===== config.mk =====
export PLATFORM = sky130hd
export DESIGN_NAME = keyed_slot_allocator_with_expiry_core
export DESIGN_NICKNAME = d
export VERILOG_FILES = /design/src/hw/rtl/ksa_pkg.sv /design/src/hw/rtl/ksa_ram.sv /design/src/hw/rtl/ksa_store.sv /design/src/hw/rtl/keyed_slot_allocator_with_expiry_core.sv
export SDC_FILE = /design/constraint.sdc
export NUM_CORES = 2
export LEC_CHECK = 0
export BUFFER_PORTS_ARGS = -buffer_cell sky130_fd_sc_hd__buf_2
export CELL_PAD_IN_SITES_DETAIL_PLACEMENT = 0
export CELL_PAD_IN_SITES_GLOBAL_PLACEMENT = 2
export CORE_MARGIN = 3
export CORE_UTILIZATION = 40
export CTS_CLUSTER_DIAMETER = 150
export DETAILED_ROUTE_END_ITERATION = 12
export GPL_TIMING_DRIVEN = 0
export PLACE_DENSITY_LB_ADDON = 0.1
export SYNTH_ARGS = -nofsm -noshare
export SYNTH_HDL_FRONTEND = slang
export SYNTH_SLANG_ARGS = --single-unit
export TNS_END_PERCENT = 5

===== constraint.sdc =====
create_clock -name clock -period 12.08 [get_ports clock]
set_clock_uncertainty 0.15 [all_clocks]
set_input_delay 1.812 -clock clock [delete_from_list [all_inputs] [get_ports clock]]
set_output_delay 1.812 -clock clock [all_outputs]
set_load 0.03 [all_outputs]

===== src/hw/rtl/ksa_pkg.sv =====
`timescale 1ns / 1ps
// -----------------------------------------------------------------------------
// ksa_pkg
// Shared types and constants for the keyed slot allocator: the request and
// response payloads, the stored slot entry and the operation codes.
// -----------------------------------------------------------------------------
package ksa_pkg;

   localparam int SLOTS_DEFAULT = 32;
   localparam int SLOT_INDEX_W  = 5;
   localparam int KEY_W         = 16;
   localparam int TIME_W        = 32;
   localparam int LIFE_W        = 16;
   localparam int RADIUS_W      = 16;
   localparam int DECAY_W       = 16;
   localparam int LTYPE_W       = 4;
   localparam int ELAPSED_W     = 16;
   localparam int PRODUCT_W     = ELAPSED_W + DECAY_W;
   localparam int DECAY_SHIFT   = 10;

   localparam logic OP_ALLOC = 1'b0;
   localparam logic OP_DECAY = 1'b1;

   typedef struct packed {
      logic                 operation;
      logic [KEY_W-1:0]     key;
      logic [TIME_W-1:0]    now_time;
      logic [LIFE_W-1:0]    life_time;
      logic [RADIUS_W-1:0]  radius_in;
      logic [DECAY_W-1:0]   decay_rate;
      logic [LTYPE_W-1:0]   light_type;
      logic [ELAPSED_W-1:0] elapsed;
   } req_type;

   typedef struct packed {
      logic [SLOT_INDEX_W-1:0] slot_index;
      logic                    key_matched;
      logic                    forced_slot_zero;
   } rsp_type;

   typedef struct packed {
      logic [KEY_W-1:0]    key;
      logic [TIME_W-1:0]   expiry;
      logic [RADIUS_W-1:0] radius;
      logic [DECAY_W-1:0]  decay;
      logic [LTYPE_W-1:0]  light_type;
   } slot_entry_type;

   localparam int ENTRY_W = $bits(slot_entry_type);

endpackage


===== src/hw/rtl/ksa_ram.sv =====
`timescale 1ns / 1ps
// -----------------------------------------------------------------------------
// ksa_ram
// Generic single write port, single read port RAM with registered read data.
// -----------------------------------------------------------------------------
module ksa_ram #(
   parameter int WIDTH = 8,
   parameter int DEPTH = 32,
   localparam int AW = $clog2(DEPTH)
) (
   input  logic             clock,
   input  logic             wr_en,
   input  logic [AW-1:0]    wr_addr,
   input  logic [WIDTH-1:0] wr_data,
   input  logic             rd_en,
   input  logic [AW-1:0]    rd_addr,
   output logic [WIDTH-1:0] rd_data
);

   logic [WIDTH-1:0] mem_ff [DEPTH];
   logic [WIDTH-1:0] rd_data_ff;

   always_ff @(posedge clock) begin
      if (wr_en) begin
         mem_ff[wr_addr] <= wr_data;
      end
      if (rd_en) begin
         rd_data_ff <= mem_ff[rd_addr];
      end
   end

   assign rd_data = rd_data_ff;

endmodule


===== src/hw/rtl/ksa_store.sv =====
`timescale 1ns / 1ps
// -----------------------------------------------------------------------------
// ksa_store
// Slot table: one RAM word per slot plus a valid bit per slot. A slot never
// written since reset reads as an all-zero entry.
// -----------------------------------------------------------------------------
module ksa_store #(
   parameter int SLOTS = ksa_pkg::SLOTS_DEFAULT,
   localparam int AW = $clog2(SLOTS)
) (
   input  logic                    clock,
   input  logic                    reset,
   input  logic                    rd_en,
   input  logic [AW-1:0]           rd_addr,
   output ksa_pkg::slot_entry_type rd_entry,
   input  logic                    wr_en,
   input  logic [AW-1:0]           wr_addr,
   input  ksa_pkg::slot_entry_type wr_entry
);
   import ksa_pkg::*;

   logic [SLOTS-1:0]   valid_ff;
   logic [SLOTS-1:0]   valid_in;
   logic               rd_valid_ff;
   logic               rd_valid_in;
   logic [ENTRY_W-1:0] ram_q;

   ksa_ram #(
      .WIDTH (ENTRY_W),
      .DEPTH (SLOTS)
   ) u_ksa_ram (
      .clock   (clock),
      .wr_en   (wr_en),
      .wr_addr (wr_addr),
      .wr_data (wr_entry),
      .rd_en   (rd_en),
      .rd_addr (rd_addr),
      .rd_data (ram_q)
   );

   always_comb begin
      valid_in = valid_ff;
      if (wr_en) begin
         valid_in[wr_addr] = 1'b1;
      end
      rd_valid_in = rd_valid_ff;
      if (rd_en) begin
         rd_valid_in = valid_ff[rd_addr];
      end
   end

   always_ff @(posedge clock) begin
      if (reset) begin
         valid_ff    <= '0;
         rd_valid_ff <= 1'b0;
      end else begin
         valid_ff    <= valid_in;
         rd_valid_ff <= rd_valid_in;
      end
   end

   assign rd_entry = rd_valid_ff ? slot_entry_type'(ram_q) : '0;

endmodule


===== src/hw/rtl/keyed_slot_allocator_with_expiry_core.sv =====
`timescale 1ns / 1ps
// -----------------------------------------------------------------------------
// keyed_slot_allocator_with_expiry_core
// Sequence: each accepted request reads every slot in ascending order through
//   the single read port of the table, then loads the response register.
// Requests: a new request is taken only after the previous one has
//   finished, even while the previous response still waits in the output
//   register, and its finish step holds until that response is taken.
// Reset: synchronous; clears the sequencer, the response valid flag and the
//   per-slot valid bits, so the whole table reads as zero at once.
// -----------------------------------------------------------------------------
module keyed_slot_allocator_with_expiry_core #(
   parameter int SLOTS = ksa_pkg::SLOTS_DEFAULT
) (
   input  logic             clock,
   input  logic             reset,
   input  logic             req_valid,
   output logic             req_ready,
   input  ksa_pkg::req_type req_data,
   output logic             rsp_valid,
   input  logic             rsp_ready,
   output ksa_pkg::rsp_type rsp_data
);
   import ksa_pkg::*;

   localparam int AW = $clog2(SLOTS);
   localparam int CW = $clog2(SLOTS + 1);

   typedef enum logic [1:0] {
      ST_IDLE,
      ST_SCAN,
      ST_FINISH
   } state_type;

   // Sequencer and per-request registers
   state_type state_ff, state_in;
   logic [CW-1:0] cnt_ff, cnt_in;
   req_type       req_ff, req_in;
   logic          rd_pend_ff, rd_pend_in;
   logic [AW-1:0] rd_idx_ff, rd_idx_in;
   logic          match_found_ff, match_found_in;
   logic [AW-1:0] match_idx_ff, match_idx_in;
   logic          exp_found_ff, exp_found_in;
   logic [AW-1:0] exp_idx_ff, exp_idx_in;
   logic          rsp_valid_ff, rsp_valid_in;
   rsp_type       rsp_ff, rsp_in;

   // Table access
   logic           rd_en;
   logic [AW-1:0]  rd_addr;
   slot_entry_type rd_entry;
   logic           wr_en;
   logic [AW-1:0]  wr_addr;
   slot_entry_type wr_entry;

   // Per-slot evaluation of the word just read
   logic                       key_hit;
   logic                       expired;
   logic                       live;
   logic [PRODUCT_W-1:0]       product;
   logic [PRODUCT_W-DECAY_SHIFT-1:0] drop;
   logic [RADIUS_W-1:0]        new_radius;
   slot_entry_type             decayed;

   // Allocation result
   logic                finish_go;
   logic [AW-1:0]       pick;
   logic [TIME_W:0]     expiry_sum;
   slot_entry_type      alloc_entry;

   ksa_store #(
      .SLOTS (SLOTS)
   ) u_ksa_store (
      .clock    (clock),
      .reset    (reset),
      .rd_en    (rd_en),
      .rd_addr  (rd_addr),
      .rd_entry (rd_entry),
      .wr_en    (wr_en),
      .wr_addr  (wr_addr),
      .wr_entry (wr_entry)
   );

   // Issue one read per scan cycle, slot by slot in ascending order.
   assign rd_en   = (state_ff == ST_SCAN) && (cnt_ff != CW'(SLOTS));
   assign rd_addr = cnt_ff[AW-1:0];

   // Evaluate the slot read in the previous cycle. A key of zero never hits.
   assign key_hit = (req_ff.key != '0) && (rd_entry.key == req_ff.key);
   assign expired = rd_entry.expiry < req_ff.now_time;
   assign live    = !expired && (rd_entry.radius != '0);

   // Shrink the radius by (elapsed * decay) >> 10 and clamp at zero.
   assign product    = {{DECAY_W{1'b0}}, req_ff.elapsed} * {{ELAPSED_W{1'b0}}, rd_entry.decay};
   assign drop       = product[PRODUCT_W-1:DECAY_SHIFT];
   assign new_radius = (drop >= (PRODUCT_W-DECAY_SHIFT)'(rd_entry.radius)) ?
                       '0 : rd_entry.radius - drop[RADIUS_W-1:0];

   always_comb begin
      decayed        = rd_entry;
      decayed.radius = new_radius;
   end

   // Pick: lowest key match, else lowest expired slot, else evict slot 0.
   assign pick = match_found_ff ? match_idx_ff :
                 exp_found_ff   ? exp_idx_ff   : '0;

   // Saturate the expiry time at its maximum.
   assign expiry_sum = {1'b0, req_ff.now_time} + (TIME_W + 1)'(req_ff.life_time);

   always_comb begin
      alloc_entry.key        = req_ff.key;
      alloc_entry.expiry     = expiry_sum[TIME_W] ? '1 : expiry_sum[TIME_W-1:0];
      alloc_entry.radius     = req_ff.radius_in;
      alloc_entry.decay      = req_ff.decay_rate;
      alloc_entry.light_type = req_ff.light_type;
   end

   // Finish once the response register is free or is being drained.
   assign finish_go = (state_ff == ST_FINISH) && (!rsp_valid_ff || rsp_ready);

   // Write port: decay writes back slot i while slot i+1 is being read, so a
   // read and a write never meet on one slot; allocate writes only after the
   // scan has drained.
   always_comb begin
      wr_en    = 1'b0;
      wr_addr  = rd_idx_ff;
      wr_entry = decayed;
      if (rd_pend_ff && (req_ff.operation == OP_DECAY) && live) begin
         wr_en = 1'b1;
      end else if (finish_go && (req_ff.operation == OP_ALLOC)) begin
         wr_en    = 1'b1;
         wr_addr  = pick;
         wr_entry = alloc_entry;
      end
   end

   always_comb begin
      state_in       = state_ff;
      cnt_in         = cnt_ff;
      req_in         = req_ff;
      rd_pend_in     = rd_en;
      rd_idx_in      = rd_idx_ff;
      match_found_in = match_found_ff;
      match_idx_in   = match_idx_ff;
      exp_found_in   = exp_found_ff;
      exp_idx_in     = exp_idx_ff;
      rsp_valid_in   = rsp_valid_ff;
      rsp_in         = rsp_ff;

      // Drop the response once it is taken; a new one may load below.
      if (rsp_valid_ff && rsp_ready) begin
         rsp_valid_in = 1'b0;
      end

      if (rd_en) begin
         rd_idx_in = rd_addr;
      end

      // Track the first key match and the first expired slot.
      if (rd_pend_ff && (req_ff.operation == OP_ALLOC)) begin
         if (key_hit && !match_found_ff) begin
            match_found_in = 1'b1;
            match_idx_in   = rd_idx_ff;
         end
         if (expired && !exp_found_ff) begin
            exp_found_in = 1'b1;
            exp_idx_in   = rd_idx_ff;
         end
      end

      case (state_ff)
         ST_IDLE: begin
            if (req_valid) begin
               req_in         = req_data;
               cnt_in         = '0;
               match_found_in = 1'b0;
               exp_found_in   = 1'b0;
               state_in       = ST_SCAN;
            end
         end
         ST_SCAN: begin
            if (rd_en) begin
               cnt_in = cnt_ff + CW'(1);
            end else begin
               // Last slot is evaluated in this cycle.
               state_in = ST_FINISH;
            end
         end
         ST_FINISH: begin
            if (finish_go) begin
               rsp_valid_in = 1'b1;
               if (req_ff.operation == OP_ALLOC) begin
                  rsp_in.slot_index       = SLOT_INDEX_W'(pick);
                  rsp_in.key_matched      = match_found_ff;
                  rsp_in.forced_slot_zero = !match_found_ff && !exp_found_ff;
               end else begin
                  rsp_in = '0;
               end
               state_in = ST_IDLE;
            end
         end
         default: begin
            state_in = ST_IDLE;
         end
      endcase
   end

   always_ff @(posedge clock) begin
      if (reset) begin
         state_ff       <= ST_IDLE;
         cnt_ff         <= '0;
         rd_pend_ff     <= 1'b0;
         match_found_ff <= 1'b0;
         exp_found_ff   <= 1'b0;
         rsp_valid_ff   <= 1'b0;
      end else begin
         state_ff       <= state_in;
         cnt_ff         <= cnt_in;
         rd_pend_ff     <= rd_pend_in;
         match_found_ff <= match_found_in;
         exp_found_ff   <= exp_found_in;
         rsp_valid_ff   <= rsp_valid_in;
      end
      req_ff       <= req_in;
      rd_idx_ff    <= rd_idx_in;
      match_idx_ff <= match_idx_in;
      exp_idx_ff   <= exp_idx_in;
      rsp_ff       <= rsp_in;
   end

   assign req_ready = (state_ff == ST_IDLE);
   assign rsp_valid = rsp_valid_ff;
   assign rsp_data  = rsp_ff;

endmodule


; Word level (Yosys, flattened, before mapping)
; Memories as Yosys holds them, arrays and structs flattened. A register that Yosys moved wholly into a read port is not among the register bits.
; Cells that the tools add are included.
[totals]
register_bits = 184
ramBits = 2688
inputBits = 121
output_inout_bits = 9
wordCells = 105
mem_count = 1
[classes]
n_addsub = 3
multipliers = 1
order_cmp = 5
n_eq_ne = 8
muxes = 35
bitwise_logic = 2
n_reduce_logical = 28
[mem_list]
columns = name, words, width, read_ports, rd_clocked_by_memory_dff, write_ports, line
row1 = u_ksa_store.u_ksa_ram.mem_ff, 32, 84, 1, 1, 1, ksa_ram.sv:20  ; logic [WIDTH-1:0] mem_ff [DEPTH];
[op_table]
columns = op, n
row1 = two-way mux 84 bit, 3
row2 = adder 32 x 16 -> 33 bit, 1
row3 = less-than comparator 32 bit, 1
row4 = multiplier 16 x 16 -> 32 bit, 1
row5 = two-way mux 32 bit, 1
row6 = OR 32 bit, 1
row7 = nonzero test 16 bit, 2
row8 = >= comparator 22 x 16 -> 1 bit, 1
row9 = two-way mux 5 bit, 4
row10 = two-way mux 1 bit, 17
row11 = equality test 16 bit, 1
row12 = two-way mux 16 bit, 1
row13 = subtractor 16 bit, 1
row14 = logical AND 1 bit, 13
row15 = "less-than comparator 5 x 6 -> 1 bit, second input constant", 2
row16 = two-way mux 6 bit, 2
row17 = one-hot mux 6 bit (2 select lines), 1
row18 = "inequality test 2 bit, second input constant", 4
row19 = AND reduction 2 bit, 4
row20 = "adder 6 x 1 -> 6 bit, second input constant", 1
row21 = two-way mux 2 bit, 3
row22 = "inequality test 6 bit, second input constant", 1
row23 = one-hot mux 2 bit (3 select lines), 1
row24 = AND reduction 3 bit, 2
row25 = 10 further kinds, 13

; Depth between registers and ports, before layout
[logic_depth]
word_depth = 11
ltp_mapped = 36
depth_no_buf = 33

; Hierarchy
; Synthesis repeated with hierarchy kept, for this count alone.
[hier_totals]
hier_cells = 7032
hier_area_um2 = 124067.7
[by_module_without_submodules]
columns = mod, instances, cells_per_inst, area_each_um2, seq_area_each_um2
row1 = ksa_ram, 1, 4912, 104622.8, 83239.8
row2 = keyed_slot_allocator_with_expiry_core, 1, 1866, 17486.8, 4414.2
row3 = ksa_store, 1, 254, 1958.1, 660.6

; Worst setup path after synthesis
; Ideal clock, no wire load.
[synth_timing]
path_kind = reg-to-reg
startpoint = register u_ksa_store.rd_valid_ff
endpoint = memory u_ksa_store.u_ksa_ram.mem_ff[0][25] (netlist name) (data pin)
setup_ns = 0.283
arrival_ns = 8.832
slack_ns = 2.815
path_stages_with_launch = 34
path_cell_list = dfxtp_1 > clkbuf_1 > clkbuf_1 > clkbuf_1 > and2_1 > clkbuf_1 > nand2_1 > fa_1 > fa_1 > fa_1 > inv_1 > fa_1 > fa_1 > inv_1 > fa_1 > inv_1 > ha_1 > and4_1 > and3_1 > a32oi_1 > and3_1 > o21ai_0 > a21o_1 > xor2_1 > ha_1 > and4_1 > and3_1 > a221oi_1 > nand4_1 > a211oi_1 > nand3_1 > a2111oi_4 > buf_6 > a22o_1
[synth_between]
elab_chain_len = 6
word_cells_on_any_way = 12
classes_between = add/sub: 1 / mul: 1 / order compare: 2 / mux: 4 / reduce/logical: 4
[synth_lines]
columns = item, line
row1 = from (decl), ksa_store.sv:24  ; logic rd_valid_ff;
row2 = from (signal assigned), ksa_store.sv:58  ; rd_valid_ff <= rd_valid_in;
row3 = two-way mux 84 bit (*), ksa_store.sv:62  ; assign rd_entry = rd_valid_ff ? slot_entry_type'(ram_q) : '0;
row4 = multiplier 16 x 16 -> 32 bit or less-than comparator 32 bit (tied branches), "keyed_slot_allocator_with_expiry_core.sv:94, keyed_slot_allocator_with_expiry_core.sv:90"
row5 = ">= comparator 22 x 16 -> 1 bit, or another cell as far along", keyed_slot_allocator_with_expiry_core.sv:96  ; assign new_radius = (drop >= (PRODUCT_W-DECAY_SHIFT)'(rd_entry.radius)) ?
row6 = two-way mux 16 bit or logical AND 1 bit (tied branches), "keyed_slot_allocator_with_expiry_core.sv:96, keyed_slot_allocator_with_expiry_core.sv:91"
row7 = two-way mux 84 bit or logical AND 1 bit (tied branches), "keyed_slot_allocator_with_expiry_core.sv:131, keyed_slot_allocator_with_expiry_core.sv:129"
row8 = two-way mux 84 bit (*), keyed_slot_allocator_with_expiry_core.sv:129  ; if (rd_pend_ff && (req_ff.operation == OP_DECAY) && live) begin
row9 = via u_ksa_store.u_ksa_ram.wr_data[25], ksa_ram.sv:14  ; input logic [WIDTH-1:0] wr_data,
row10 = to (decl), ksa_ram.sv:20
; Mark *: on every way through the listed nets, which the timed path passes. The rest lies on a longest branch.

; Final worst setup path
[layout_timing]
startpoint = register u_ksa_store.rd_valid_ff
endpoint = memory u_ksa_store.u_ksa_ram.mem_ff[10][33] (netlist name) (data pin)
; Same word-level chain as after synthesis.

==> flow_metrics.tcl <==
set metrics [dict create \
    tightest_slew_ns 1.428 \
    antenna_found_initial 15 \
    crit_end "u_ksa_store.u_ksa_ram.mem_ff[10][33]" \
    ys_warn_count 0 \
    ant_nets 0 \
    grtUsageTotal_pct 23.98 \
    drive_above_1_share_pct 27.05 \
    cts_tree "done" \
    slew_headroom_pct 4.807 \
    outcome "completed" \
    syn_nets 6275 \
    htree_levels 5 \
    maxCapViolations 0 \
    fin_tns_setup_ns 0 \
    synth_edf_count 2775 \
    cp_num_cells 32 \
    fin_crit_sh_pct 95.21 \
    multi_input_area_um2 31970 \
    synth-seq-cells 2820 \
    synth_mux_area_share_pct 16.29 \
    r2r-start "u_ksa_store.rd_valid_ff" \
    cts_buffers 310 \
    rsz0062_at_grt "false" \
    crit_path_frequent_cell "fa_1" \
    timing.final.ws_setup_ns 0.5780 \
    finalSetupViolations 0 \
    fin_crit_ns 11.50 \
    synthesis.area_um2 118100 \
    synth_seq_area_share_pct 71.32 \
    drc 0 \
    worstPathRequired_ns 12.52 \
    grt_pass1_vias 62493 \
    synth-xor-area-share_pct 0.4747 \
    r2r-end "u_ksa_store.u_ksa_ram.mem_ff[10][33]" \
    max_stage_delay_ns 0.66 \
    vdd_drop_max_mv 0.1159 \
    crit_fanout 32 \
    synthArstFlopShare_pct 0 \
    cp_slowest_cell "dfxtp_4" \
    cp_num_buf_inv 7 \
    core_area_um2 292300 \
    gp_congestion 0.7811 \
    synth_cell_type_count 72 \
    yosysTopAreaCell "edfxtp_1" \
    r2r_cells 32 \
    chipHeight_um 549.4 \
    grt_pass1_wl_um 503300 \
    synthAdderAreaFrac_pct 5.223 \
    synth_compound_gate_area_share_pct 1.811 \
    area_growth_pct 17.00 \
    wl_per_cell_um 34.25 \
    overflow 0 \
    final_hold_viol_count 0 \
    pre_cts_slack_ns -2.463 \
    crit_start "u_ksa_store.rd_valid_ff" \
    rows 198 \
    powerDensity_nw_per_um2 162.6 \
    maxSlewViolCount 0 \
    drt_iter0_drc 6954 \
    synth_area_leaders "edfxtp_1, mux4_2, fa_1" \
    ys.flop_type "edfxtp_1" \
    cp_data_arrival_time_ns 11.95 \
    hp-class "flop to flop" \
    clock_latency_ns 0.92 \
    n_fill_cell 24469 \
    place_hpwl_um 243500 \
    hold_buffers 0 \
    p_leak_nw 45.55 \
    setup.worst_path.end_class "flop" \
    synth-simple-area-share_pct 2.848 \
    synth_top_area_share_pct 70.56 \
    final_nets 6913 \
    io_pins 130 \
    dieArea_um2 301800 \
    post_cts_resized 21 \
    synthCells 5778 \
    vias_per_cell 5.700 \
    clockBufferDepth 4 \
    fmax_mhz 86.94 \
    synth_area_per_cell_um2 20.44 \
    start_kind "flop" \
    grt_max_degree 67 \
    drt_pass1_iterations 6 \
    vias 60274 \
    start_util_pct 40.40 \
    reg2reg_slack_ns 0.58 \
    crit_family "adder cells" \
    synth_top_family_by_area "multiplexers" \
    cts_sinks 2820 \
    post-route-cell-area_um2 138200 \
    finalWirelength_um 362200 \
    portBuffers 124 \
    cts_setup_buffers 0 \
    path_class "flop to flop" \
    dpl-instance-area_um2 128200 \
    clk_pin_slew_worst_paths_ns 0.06 \
    seqCellArea_um2 84230 \
    cts-root-buf "clkbuf_16" \
    die_x_um 549.4 \
]
-- synthesized netlist by cell type (all sizes together) (47+ instances only) --
master	count
a21oi	59
and2	47
and3	130
clkbuf	237
edfxtp	2775
fa	195
ha	181
inv	351
mux2	85
mux4	810
nand2	241
nand3	56
nor2	105
-- per-stage QoR --
stage / hold WS (ns) / utilization (%) / total power, mW / std cells
3_5_place_dp: 0.2707 / 43.85 / 13.37 / 10004
4_1_cts: 0.2872 / 47.25 / 22.70 / 10568
3_3_place_gp: 0.2668 / 42.28 / 13.31 / 9802
5_1_grt: 0.3080 / 47.26 / 23.23 / 10571
2_1_floorplan: 0.2564 / - / 12.54 / 5778
6_report: 0.2833 / 47.26 / 22.47 / 10575
-- where the power goes --
| group | switching (mW) | total, mW | internal [mW] |
|---|---|---|---|
| clock network | 3.96 | 9.33 | 5.37 |
| logic | 1.32 | 1.97 | 0.649 |
| registers | 0.0585 | 11.2 | 11.1 |
-- worst reg2reg max path, delay by kind of cell (launching register included) --
| kind | cells | cell delay [ns] |
|---|---|---|
| AND/OR/NAND/NOR | 9 | 2.00 |
| buffers and inverters | 7 | 1.96 |
| adder cells (fa/ha/maj) | 8 | 3.76 |
| flip-flops | 1 | 0.66 |
| AO/OA/AOI/OAI | 7 | 2.34 |
| XOR/XNOR | 1 | 0.28 |
-- flip-flops by register name, indices dropped and copies added (netlist names) --
name / flops
exp_found_ff: 1
state_ff: 2
req_ff: 65
rsp_data: 7
rd_pend_ff: 1
u_ksa_store.valid_ff: 32
u_ksa_store.u_ksa_ram.mem_ff: 2560
match_idx_ff: 5
rsp_valid: 1
u_ksa_store.rd_valid_ff: 1
alloc_entry: 48
exp_idx_ff: 5
u_ksa_store.u_ksa_ram.rd_data: 80
match_found_ff: 1
cnt_ff: 6
rd_idx_ff: 5
-- cells in the final DEF, fill, tap and decap left out, types with 26 or more instances in the layout --
cell and instances:
mux2_2 84, and2_1 45, nor2_1 72, buf_16 33
clkbuf_1 272, nor2_4 32, o22ai_1 37, o21ai_0 26
buf_8 39, clkbuf_16 315, a21o_1 38, nand2_1 241
buf_2 131, xnor2_1 40, clkinv_1 68, buf_12 128
edfxtp_1 2775, nand3_1 55, a21oi_1 57, inv_1 349
clkbuf_2 35, clkinv_2 51, mux4_2 810, and3_1 130
buf_1 36, dfxtp_1 44, ha_1 181, fa_1 195
-- routing by layer --
metal / GRT usage, % / share of wire [%] / wire length [um]
met1: 34.06 / 43 / 156400
met2: 39.29 / 48 / 175500
met3: 3.417 / 5.8 / 21020
met4: 5.789 / 2.6 / 9295
met5: 0 / 0 / 0
-- area by class of cell --
cell class	instances	area share, %
flip-flops and latches	2820	60.97
multi-input cells	2325	23.14
clock buffers	388	5.918
well taps	3900	3.532
repair buffers	328	3.418
clock inverters	178	1.253
inverters	351	0.9608
plain buffers	280	0.8042
diodes	5	0.009056
-- worst min-delay path by stage --
| stage | slack, ns | cells after the start | startpoint | endpoint |
|---|---|---|---|---|
| 2_1_floorplan | 0.26 | 0 | cnt_ff[2] | rd_idx_ff[2] |
| 3_3_place_gp | 0.27 | 0 | cnt_ff[4] | rd_idx_ff[4] |
| 3_5_place_dp | 0.27 | 0 | cnt_ff[3] | rd_idx_ff[3] |
| 4_1_cts | 0.29 | 0 | cnt_ff[4] | rd_idx_ff[4] |
| 5_1_grt | 0.31 | 0 | cnt_ff[4] | rd_idx_ff[4] |
| 6_report | 0.28 | 0 | cnt_ff[4] | rd_idx_ff[4] |
-- logic make-up after synthesis --
kind of cell	count (synthesis)
flops	2820
mux	899
buf+inv	633
compound gates	304
simple gates	682
xor+xnor	64
fa+ha+maj	376
(Power assumes the default switching activity.)
